$ cat src/rtl/core/sdsse_pkg.sv
// ----------------------------------------------------------------------------
// sdsse_pkg
// Shared types, constants and the seven-segment table for the signed decimal
// seven-segment encoder.
// ----------------------------------------------------------------------------
package sdsse_pkg;

  localparam int MagWidth     = 32;
  localparam int CntWidth     = $clog2(MagWidth);
  localparam int CodeWidth    = 4;
  localparam int SegWidth     = 7;
  localparam int MaxBcdDigits = 10;

  localparam logic [CodeWidth-1:0] GlyphMinus = 4'd10;

  typedef enum logic [2:0] {
    StIdle,
    StSat,
    StConv,
    StSkip,
    StSign,
    StDigit
  } state_e;

  // Commands from the controller to the datapath.
  typedef struct packed {
    logic load;
    logic sat;
    logic shift;
    logic dec;
    logic emit_sign;
    logic emit_digit;
  } dp_cmd_t;

  // Status from the datapath to the controller.
  typedef struct packed {
    logic neg;
    logic cnt_last;
    logic idx_zero;
    logic digit_zero;
  } dp_status_t;

  // 10**n - 1, evaluated at elaboration.
  function automatic logic [63:0] pow10_minus1(input int n);
    logic [63:0] acc;
    acc = 64'd1;
    for (int i = 0; i < n; i++) begin
      acc = acc * 64'd10;
    end
    return acc - 64'd1;
  endfunction

  // Bit 0 top, 1 upper right, 2 lower right, 3 bottom, 4 lower left,
  // 5 upper left, 6 middle.
  function automatic logic [SegWidth-1:0] seg_of(input logic [CodeWidth-1:0] code);
    logic [SegWidth-1:0] seg;
    unique case (code)
      4'd0:    seg = 7'h3F;
      4'd1:    seg = 7'h06;
      4'd2:    seg = 7'h5B;
      4'd3:    seg = 7'h4F;
      4'd4:    seg = 7'h66;
      4'd5:    seg = 7'h6D;
      4'd6:    seg = 7'h7D;
      4'd7:    seg = 7'h07;
      4'd8:    seg = 7'h7F;
      4'd9:    seg = 7'h6F;
      default: seg = 7'h40;
    endcase
    return seg;
  endfunction

endpackage

$ cat src/rtl/core/sdsse_ctrl.sv
// ----------------------------------------------------------------------------
// sdsse_ctrl
// Controller state machine: load, clamp, shift-add-3 conversion, leading zero
// skip and glyph emission.
// ----------------------------------------------------------------------------
module sdsse_ctrl (
  input  logic                  clk_i,
  input  logic                  rst_ni,
  input  logic                  start,
  output logic                  busy,
  input  sdsse_pkg::dp_status_t status_i,
  output sdsse_pkg::dp_cmd_t    cmd_o
);
  import sdsse_pkg::*;

  state_e state_q, state_d;

  always_ff @(posedge clk_i or negedge rst_ni) begin
    if (!rst_ni) begin
      state_q <= StIdle;
    end else begin
      state_q <= state_d;
    end
  end

  always_comb begin
    state_d = state_q;
    unique case (state_q)
      StIdle: begin
        if (start) state_d = StSat;
      end
      StSat:  state_d = StConv;
      StConv: begin
        if (status_i.cnt_last) state_d = StSkip;
      end
      StSkip: begin
        if (!status_i.digit_zero || status_i.idx_zero) begin
          state_d = status_i.neg ? StSign : StDigit;
        end
      end
      StSign: state_d = StDigit;
      StDigit: begin
        if (status_i.idx_zero) state_d = StIdle;
      end
      default: state_d = StIdle;
    endcase
  end

  always_comb begin
    cmd_o = '0;
    busy  = 1'b1;
    unique case (state_q)
      StIdle: begin
        busy       = 1'b0;
        cmd_o.load = start;
      end
      StSat:  cmd_o.sat = 1'b1;
      StConv: cmd_o.shift = 1'b1;
      StSkip: begin
        cmd_o.dec = status_i.digit_zero && !status_i.idx_zero;
      end
      StSign: cmd_o.emit_sign = 1'b1;
      StDigit: begin
        cmd_o.emit_digit = 1'b1;
        cmd_o.dec        = !status_i.idx_zero;
      end
      default: busy = 1'b1;
    endcase
  end

endmodule

$ cat src/rtl/core/sdsse_dp.sv
// ----------------------------------------------------------------------------
// sdsse_dp
// Datapath: magnitude and sign registers, saturation, shift-add-3 BCD
// register, digit pointer and the registered glyph output.
// ----------------------------------------------------------------------------
module sdsse_dp #(
  parameter int MAX_DIGITS = 10
) (
  input  logic                                 clk_i,
  input  logic                                 rst_ni,
  input  logic signed [sdsse_pkg::MagWidth-1:0] value_i,
  input  sdsse_pkg::dp_cmd_t                   cmd_i,
  output sdsse_pkg::dp_status_t                status_o,
  output logic                                 strobe_o,
  output logic [sdsse_pkg::CodeWidth-1:0]      glyph_code_o,
  output logic [sdsse_pkg::SegWidth-1:0]       segment_bits_o,
  output logic                                 last_glyph_o
);
  import sdsse_pkg::*;

  // A 32-bit magnitude never needs more than ten digits.
  localparam int NumDigits = (MAX_DIGITS < MaxBcdDigits) ? MAX_DIGITS : MaxBcdDigits;
  localparam int BcdWidth  = NumDigits * 4;
  localparam int IdxWidth  = (NumDigits > 1) ? $clog2(NumDigits) : 1;
  localparam logic [63:0] Limit = pow10_minus1(MAX_DIGITS);

  logic [MagWidth-1:0]  mag_q, mag_d;
  logic                 neg_q, neg_d;
  logic [BcdWidth-1:0]  bcd_q, bcd_d, bcd_adj;
  logic [CntWidth-1:0]  cnt_q, cnt_d;
  logic [IdxWidth-1:0]  idx_q, idx_d;
  logic [CodeWidth-1:0] digit;
  logic                 strobe_q, strobe_d;
  logic [CodeWidth-1:0] code_q, code_d;
  logic [SegWidth-1:0]  seg_q, seg_d;
  logic                 last_q, last_d;

  assign digit = bcd_q[{idx_q, 2'b00} +: 4];

  // Add 3 to every digit of five or more before the shift.
  always_comb begin
    for (int i = 0; i < NumDigits; i++) begin
      bcd_adj[i*4 +: 4] = (bcd_q[i*4 +: 4] >= 4'd5) ? bcd_q[i*4 +: 4] + 4'd3
                                                     : bcd_q[i*4 +: 4];
    end
  end

  always_comb begin
    mag_d    = mag_q;
    neg_d    = neg_q;
    bcd_d    = bcd_q;
    cnt_d    = cnt_q;
    idx_d    = idx_q;
    strobe_d = 1'b0;
    code_d   = code_q;
    seg_d    = seg_q;
    last_d   = last_q;
    if (cmd_i.load) begin
      neg_d = value_i[MagWidth-1];
      // Two's complement negation also gives the right magnitude for the
      // most negative value when read as unsigned.
      mag_d = value_i[MagWidth-1] ? MagWidth'(-value_i) : MagWidth'(value_i);
      bcd_d = '0;
      cnt_d = '0;
      idx_d = IdxWidth'(NumDigits - 1);
    end
    if (cmd_i.sat) begin
      if ({32'd0, mag_q} > Limit) mag_d = Limit[MagWidth-1:0];
    end
    if (cmd_i.shift) begin
      bcd_d = {bcd_adj[BcdWidth-2:0], mag_q[MagWidth-1]};
      mag_d = {mag_q[MagWidth-2:0], 1'b0};
      cnt_d = cnt_q + CntWidth'(1);
    end
    if (cmd_i.dec) begin
      idx_d = idx_q - IdxWidth'(1);
    end
    if (cmd_i.emit_sign) begin
      strobe_d = 1'b1;
      code_d   = GlyphMinus;
      seg_d    = seg_of(GlyphMinus);
      last_d   = 1'b0;
    end
    if (cmd_i.emit_digit) begin
      strobe_d = 1'b1;
      code_d   = digit;
      seg_d    = seg_of(digit);
      last_d   = (idx_q == '0);
    end
  end

  always_ff @(posedge clk_i or negedge rst_ni) begin
    if (!rst_ni) begin
      strobe_q <= 1'b0;
    end else begin
      strobe_q <= strobe_d;
    end
  end

  always_ff @(posedge clk_i) begin
    mag_q  <= mag_d;
    neg_q  <= neg_d;
    bcd_q  <= bcd_d;
    cnt_q  <= cnt_d;
    idx_q  <= idx_d;
    code_q <= code_d;
    seg_q  <= seg_d;
    last_q <= last_d;
  end

  assign status_o.neg        = neg_q;
  assign status_o.cnt_last   = (cnt_q == CntWidth'(MagWidth - 1));
  assign status_o.idx_zero   = (idx_q == '0);
  assign status_o.digit_zero = (digit == '0);

  assign strobe_o       = strobe_q;
  assign glyph_code_o   = code_q;
  assign segment_bits_o = seg_q;
  assign last_glyph_o   = last_q;

endmodule

$ cat src/rtl/core/signed_decimal_seven_segment_encoder.sv
// A value passes load, clamp, the 32-step BCD shift loop, then one step per digit
// position (leading zeros included) plus one for a minus sign; a new value is taken
// only from idle, after the last glyph, while busy is low.
// Each glyph is on the outputs for one cycle with strobe_o; no back pressure.
// Reset is asynchronous and active low; it returns the controller to idle.
// ----------------------------------------------------------------------------
// signed_decimal_seven_segment_encoder
// Turns a signed 32-bit integer into a run of seven-segment glyphs, minus sign
// first for negative values, then the digits without leading zeros.
// ----------------------------------------------------------------------------
module signed_decimal_seven_segment_encoder #(
  parameter int MAX_DIGITS = 10
) (
  input  logic                                 clk_i,
  input  logic                                 rst_ni,
  input  logic                                 start,
  output logic                                 busy,
  input  logic signed [sdsse_pkg::MagWidth-1:0] value_i,
  output logic                                 strobe_o,
  output logic [sdsse_pkg::CodeWidth-1:0]      glyph_code_o,
  output logic [sdsse_pkg::SegWidth-1:0]       segment_bits_o,
  output logic                                 last_glyph_o
);
  import sdsse_pkg::*;

  dp_cmd_t    cmd;
  dp_status_t status;

  sdsse_ctrl u_ctrl (
    .clk_i    (clk_i),
    .rst_ni   (rst_ni),
    .start    (start),
    .busy     (busy),
    .status_i (status),
    .cmd_o    (cmd)
  );

  sdsse_dp #(
    .MAX_DIGITS (MAX_DIGITS)
  ) u_dp (
    .clk_i          (clk_i),
    .rst_ni         (rst_ni),
    .value_i        (value_i),
    .cmd_i          (cmd),
    .status_o       (status),
    .strobe_o       (strobe_o),
    .glyph_code_o   (glyph_code_o),
    .segment_bits_o (segment_bits_o),
    .last_glyph_o   (last_glyph_o)
  );

endmodule
$ cat config.mk
export PLATFORM = sky130hd
export DESIGN_NAME = signed_decimal_seven_segment_encoder
export DESIGN_NICKNAME = d
export VERILOG_FILES = /design/src/rtl/core/sdsse_pkg.sv /design/src/rtl/core/sdsse_ctrl.sv /design/src/rtl/core/sdsse_dp.sv /design/src/rtl/core/signed_decimal_seven_segment_encoder.sv
export SDC_FILE = /design/constraint.sdc
export NUM_CORES = 1
export LEC_CHECK = 0
export BUFFER_PORTS_ARGS = -buffer_cell sky130_fd_sc_hd__buf_2
export CAP_MARGIN = 20
export CORE_MARGIN = 2
export CORE_UTILIZATION = 56
export CTS_BUF_LIST = sky130_fd_sc_hd__clkbuf_4
export CTS_CLUSTER_SIZE = 40
export DETAILED_ROUTE_END_ITERATION = 12
export HOLD_SLACK_MARGIN = 0.06
export PLACE_DENSITY = 0.83
export SLEW_MARGIN = 20
export SYNTH_ARGS = -nofsm -noshare
export SYNTH_HDL_FRONTEND = slang
export SYNTH_SLANG_ARGS = --single-unit
$ cat constraint.sdc
create_clock -name clk_i -period 3 [get_ports clk_i]
set_input_delay 0.9 -clock clk_i [delete_from_list [all_inputs] [get_ports clk_i]]
set_output_delay 0.9 -clock clk_i [all_outputs]
set_load 0.01 [all_outputs]
==> results.sh, run 1 <==
export IMPL_syn_to_final_growth_pct=9.30
export IMPL_cts_sinks=98
export IMPL_portBuffers=48
export IMPL_slew_headroom=0.495
export IMPL_end_kind="flop"
export IMPL_finalHoldViolCount=0
export IMPL_maxCapViolCount=0
export IMPL_placed_cell_area_sq_um=6440
export IMPL_gp_congestion=0.822
export IMPL_synthArstFlopShare=0.0408
export IMPL_antenna_cells=0
export IMPL_ys_seq_area_frac=0.484
export IMPL_total_power_w=0.00668
export IMPL_clockRootBuffer="clkbuf_4"
export IMPL_synth_edf_count=93
export IMPL_post_place_cells=762
export IMPL_pwr_share_seq=0.450
export IMPL_min_period_over_period=0.935
export IMPL_avgSynthCellArea_sq_um=10.3
export IMPL_netlist_instances=584
export IMPL_cts_made_buffers=9
export IMPL_num_rows=37
export IMPL_p_leak_nw=2.68
export IMPL_cp_max_fo=10
export IMPL_worst_pin_slew_ns=0.756
export IMPL_yosys_warnings=0
export IMPL_drt_iter0_markers=247
export IMPL_grt_use_total=0.209
export IMPL_slew_violations=0
export IMPL_postCtsSetupRepairBufs=0
export IMPL_netlist_area_sq_um=6010
export IMPL_rsz0062_at_grt="no"
export IMPL_finalWirelength_microns=11700
export IMPL_grt_pass1_wl_microns=19400
export IMPL_insertion_delay_ns=0.45
export IMPL_die_w_microns=108
export IMPL_cp_start_kind="flop"
export IMPL_cts_tree="done"
export IMPL_grt_pass1_vias=4268
export IMPL_drc=0
export IMPL_hold_class="in2async"
export IMPL_start_util=0.580
export IMPL_clk_pin_slew_ns=0.17
export IMPL_worst_ep_arrival_time_ns=2.98
export IMPL_vdd_drop_max_mv=0.442
export IMPL_finalSetupTns_ns=0
export IMPL_syn_num_nets=648
export IMPL_grt_max_degree=43
export IMPL_synth_distinct_cells=56
export IMPL_dp_hpwl_microns=8570
export IMPL_critical_path_class="reg2reg"
export IMPL_synth_seq_cells=98
export IMPL_min_period_ns=2.81
export IMPL_cts_hold_buf=0
export IMPL_cts_max_path_buffers=2
export IMPL_switching_share=0.421
export IMPL_drive_gt1_frac=0.181
export IMPL_wl_per_cell_microns=15.0
export IMPL_clock_power_share=0.099
export IMPL_setup_viol=0
export IMPL_p_sw_w=0.00281
export IMPL_antenna_left=0
export IMPL_finalNonFillerCells=778
export IMPL_synth_top_flop_cell="edfxtp_1"
export IMPL_die_y_microns=108
export IMPL_skew_ns=0.0284
export IMPL_fin_area_sq_um=6570
export IMPL_cp_required_ns=3.17
export IMPL_p_per_area_nw_per_um2=1020
export IMPL_power_frac_comb=0.451
export IMPL_final_nets=701
export IMPL_die_area_sq_um=11600
export IMPL_drt_vias_per_instance=5.67
export IMPL_core_area_sq_um=10400
export IMPL_antenna_found_initial=0
export IMPL_gr_total_overflow=0
export IMPL_dr_pass1_iters=5
export IMPL_intPower_w=0.00387
export IMPL_routed_via_count=4414
export IMPL_cts_max_level=3
export IMPL_fmax_mhz=356
export IMPL_io_pins=49
export IMPL_cts_resized=0
export IMPL_status="completed"
cells in the final DEF, fill, tap and decap left out, types with 7 or more instances in the layout:
| cell type | n |
|---|---|
| edfxtp_1 | 93 |
| nand2_1 | 66 |
| nor2_1 | 63 |
| buf_2 | 48 |
| inv_1 | 37 |
| o21ai_0 | 37 |
| xor2_1 | 34 |
| a21oi_1 | 33 |
| ha_1 | 29 |
| mux2i_1 | 19 |
| buf_4 | 19 |
| nor3_1 | 18 |
| nand2b_1 | 15 |
| xnor2_1 | 15 |
| o21ai_1 | 9 |
| clkbuf_4 | 9 |
| o41ai_2 | 7 |
cell families (layout without fill, tap and decap cells):
logic type,Yosys count,after routing,synth area share
compound gates,116,116,0.125
mux,26,26,0.0522
flops,98,98,0.484
xor+xnor,49,49,0.0714
simple gates,204,204,0.161
fa+ha+maj,29,29,0.0603
buf+inv,62,120,0.0452
flip-flops by register name, indices dropped and copies added (netlist names):
register,count
u_dp.bcd_q,40
u_dp.mag_q,32
u_dp.segment_bits_o,7
u_dp.cnt_q,5
u_dp.glyph_code_o,4
u_dp.idx_q,4
u_ctrl.state_q,3
u_dp.last_glyph_o,1
u_dp.neg_q,1
u_dp.strobe_o,1
path summary, 6_finish.rpt:
check                                    endpoint     startpoint  slack (ns)  depth (start not counted)
min in group clk_i                  u_dp.mag_q[0]  u_dp.mag_q[0]        0.50                          2
max in group asynchronous       u_ctrl.state_q[1]         rst_ni        2.66                          1
worst max register to register      u_dp.idx_q[1]  u_dp.idx_q[0]        0.19                          7
worst min register to register      u_dp.mag_q[0]  u_dp.mag_q[0]        0.50                          2
worst min-delay path            u_ctrl.state_q[2]         rst_ni        0.21                          1
worst max-delay path                u_dp.idx_q[1]  u_dp.idx_q[0]        0.19                          7
metal layers:
metal,part of all wire,global-route usage,vias to the layer above
li1,-,-,2183
met1,0.42,0.255,2068
met2,0.51,0.370,137
met3,0.043,0.0345,26
met4,0.026,0.0824,0
met5,0,0,-
power by group through the flow:
stage | logic (W) | clock network (W) | registers, W
finish | 0.00302 | 0.000658 | 0.00301
global route | 0.00341 | 0.000727 | 0.00309
CTS | 0.00302 | 0.000674 | 0.00300
detailed placement | 0.00301 | 0 | 0.00303
global placement | 0.00281 | 0 | 0.00300
floorplan | 0.00237 | 0 | 0.00287
synth_stat cells (7+ instances only):
library cell / count / area, sq um
a21oi_1: 33 / 165
clkbuf_1: 18 / 67.6
edfxtp_1: 93 / 2790
ha_1: 29 / 363
inv_1: 37 / 139
mux2i_1: 19 / 190
nand2_1: 67 / 251
nand2b_1: 15 / 93.8
nor2_1: 64 / 240
nor3_1: 18 / 90.1
o21ai_0: 37 / 185
o21ai_1: 9 / 45.0
o41ai_2: 7 / 114
xnor2_1: 15 / 131
xor2_1: 34 / 298
through the flow:
step / util / setup slack [ns] / hold WS [ns]
after floorplan: - / 0.0379 / 0.437
after global placement: 0.622 / -0.0344 / 0.449
after detailed placement: 0.622 / -0.0818 / 0.486
after CTS: 0.634 / 0.175 / 0.179
after global routing: 0.634 / 0.0227 / 0.157
final: 0.634 / 0.194 / 0.209
critical path, cell delays in order, from the launching register on:
cell and delay (ns):
edfxtp_1 0.47, buf_4 0.23, mux2i_1 0.15, mux4_2 0.49, o22a_1 0.29, ha_1 0.25
a31oi_1 0.40, nand2_1 0.25
final cells by class:
cell class,instances,area [sq um]
clock buffers,9,67.6
flip-flops and latches,98,2910
clock inverters,7,60.1
multi-input cells,424,2840
well taps,136,170
repair buffers,67,383
fillers,789,3800
inverters,37,139
Note: power is estimated with default switching activity, not from simulation.
==> run 2, diff against run 1 <==
CORE_UTILIZATION = 63   (was 56)
PLACE_DENSITY = 0.88   (was 0.83)
clock period = 2.7 ns   (was 3 ns; I/O delays follow)
==> results.sh, run 2 (synthesis results as in run 1) <==
export IMPL_antenna_cells=0
export IMPL_slew_headroom=0.526
export IMPL_dp_hpwl_microns=8720
export IMPL_status="completed"
export IMPL_cts_max_level=3
export IMPL_grt_pass1_vias=4492
export IMPL_finalHoldViolCount=0
export IMPL_skew_ns=0.0210
export IMPL_crit_path_end="u_ctrl.state_q[2]"
export IMPL_postCtsSetupRepairBufs=0
export IMPL_cts_max_path_buffers=2
export IMPL_syn_to_final_growth_pct=11.6
export IMPL_start_util=0.651
export IMPL_vdd_drop_max_mv=0.719
export IMPL_end_kind="flop"
export IMPL_maxCapViolCount=0
export IMPL_rr_worst_depth=8
export IMPL_finalNonFillerCells=781
export IMPL_antenna_found_initial=0
export IMPL_r2r_slack_ns=0.12
export IMPL_fin_util=0.726
export IMPL_grt_use_total=0.251
export IMPL_whs_ns=0.101
export IMPL_cts_resized=0
export IMPL_drt_vias_per_instance=5.83
export IMPL_gr_total_overflow=0
export IMPL_slew_violations=0
export IMPL_hold_class="in2async"
export IMPL_drive_gt1_frac=0.198
export IMPL_r2r_end="u_ctrl.state_q[2]"
export IMPL_postLayoutSetupSlackWorst_ns=0.125
export IMPL_largest_reg_flops=40
export IMPL_finalWirelength_microns=12300
export IMPL_die_area_sq_um=10300
export IMPL_num_rows=35
export IMPL_cts_tree="done"
export IMPL_routed_via_count=4555
export IMPL_cp_start_kind="flop"
export IMPL_cts_made_buffers=9
export IMPL_io_pins=49
export IMPL_setup_viol=0
export IMPL_p_per_area_nw_per_um2=1150
export IMPL_cp_required_ns=3.09
export IMPL_antenna_left=0
export IMPL_critical_path_class="reg2reg"
export IMPL_drc=0
export IMPL_clockRootBuffer="clkbuf_4"
export IMPL_regMostFlops="u_dp.bcd_q"
export IMPL_cp_max_fo=11
export IMPL_place_ws_ns=-0.252
export IMPL_die_y_microns=102
export IMPL_post_place_cells=765
export IMPL_portBuffers=48
export IMPL_grt_max_degree=43
export IMPL_worst_ep_arrival_time_ns=2.96
export IMPL_min_period_ns=2.58
export IMPL_final_common_cell="edfxtp_1"
export IMPL_final_cell_mix="edfxtp_1, nand2_1, nor2_1, buf_2, o21ai_0"
export IMPL_gp_congestion=0.816
export IMPL_min_period_over_period=0.954
export IMPL_worst_pin_slew_ns=0.711
export IMPL_p_leak_nw=2.75
export IMPL_cts_sinks=98
export IMPL_wl_per_cell_microns=15.7
export IMPL_clk_pin_slew_ns=0.18
export IMPL_dr_pass1_iters=5
export IMPL_drt_iter0_markers=239
export IMPL_core_area_sq_um=9240
export IMPL_die_w_microns=102
export IMPL_grt_pass1_wl_microns=20500
export IMPL_fillerInstances=638
export IMPL_rsz0062_at_grt="no"
export IMPL_cts_hold_buf=0
export IMPL_final_nets=711
export IMPL_insertion_delay_ns=0.47
export IMPL_cp_startpoint="u_dp.idx_q[0]"
export IMPL_total_power_w=0.00773
export IMPL_crit_reg2reg_launch="u_dp.idx_q[0]"
export IMPL_fmax_mhz=388
[run 2: layout make-up]
cell class	count	area [sq um]	area share
Clock inverter	7	95.1	0.0142
Tap cell	129	161	0.0240
Timing Repair Buffer	77	483	0.0720
Clock buffer	9	67.6	0.0101
Inverter	37	139	0.0207
Sequential cell	98	2910	0.434
Multi-Input combinational cell	424	2850	0.425
[run 2: worst max-delay path, stage by stage (launching register included)]
cell and delay [ns]:
edfxtp_1 0.50, buf_12 0.19, mux2i_1 0.26, mux4_2 0.27, o22a_1 0.28, ha_2 0.26
inv_2 0.05, or4b_4 0.48, a22o_1 0.20
[run 2: how the worst min path moves through the flow]
| stage | to | cells after the start |
|---|---|---|
| after detailed placement | u_dp.mag_q[0] | 2 |
| after global placement | u_dp.mag_q[0] | 2 |
| final | u_dp.strobe_o | 1 |
| after CTS | u_dp.strobe_o | 1 |
| after global routing | u_dp.strobe_o | 1 |
| after floorplan | u_dp.mag_q[0] | 2 |
[run 2: stage by stage]
step | TNS, ns | cell area [sq um]
floorplan | -0.0936 | 6040
global placement | -1.10 | 6540
detailed placement | -1.85 | 6540
CTS | 0 | 6710
global route | 0 | 6710
finish | 0 | 6710
[run 2: per-layer routing]
metal / track usage / vias to the layer above / share of wire
met1: 0.317 / 2193 / 0.42
met2: 0.433 / 136 / 0.51
met5: 0 / - / 0
met4: 0.0821 / 0 / 0.017
li1: - / 2211 / -
met3: 0.0490 / 15 / 0.050
[run 2: where the power goes]
group	switching, W	total, W	internal, W
combinational	0.00213	0.00350	0.00137
sequential	0.000545	0.00334	0.00280
clock	0.000570	0.000882	0.000312
total	0.00325	0.00773	0.00448
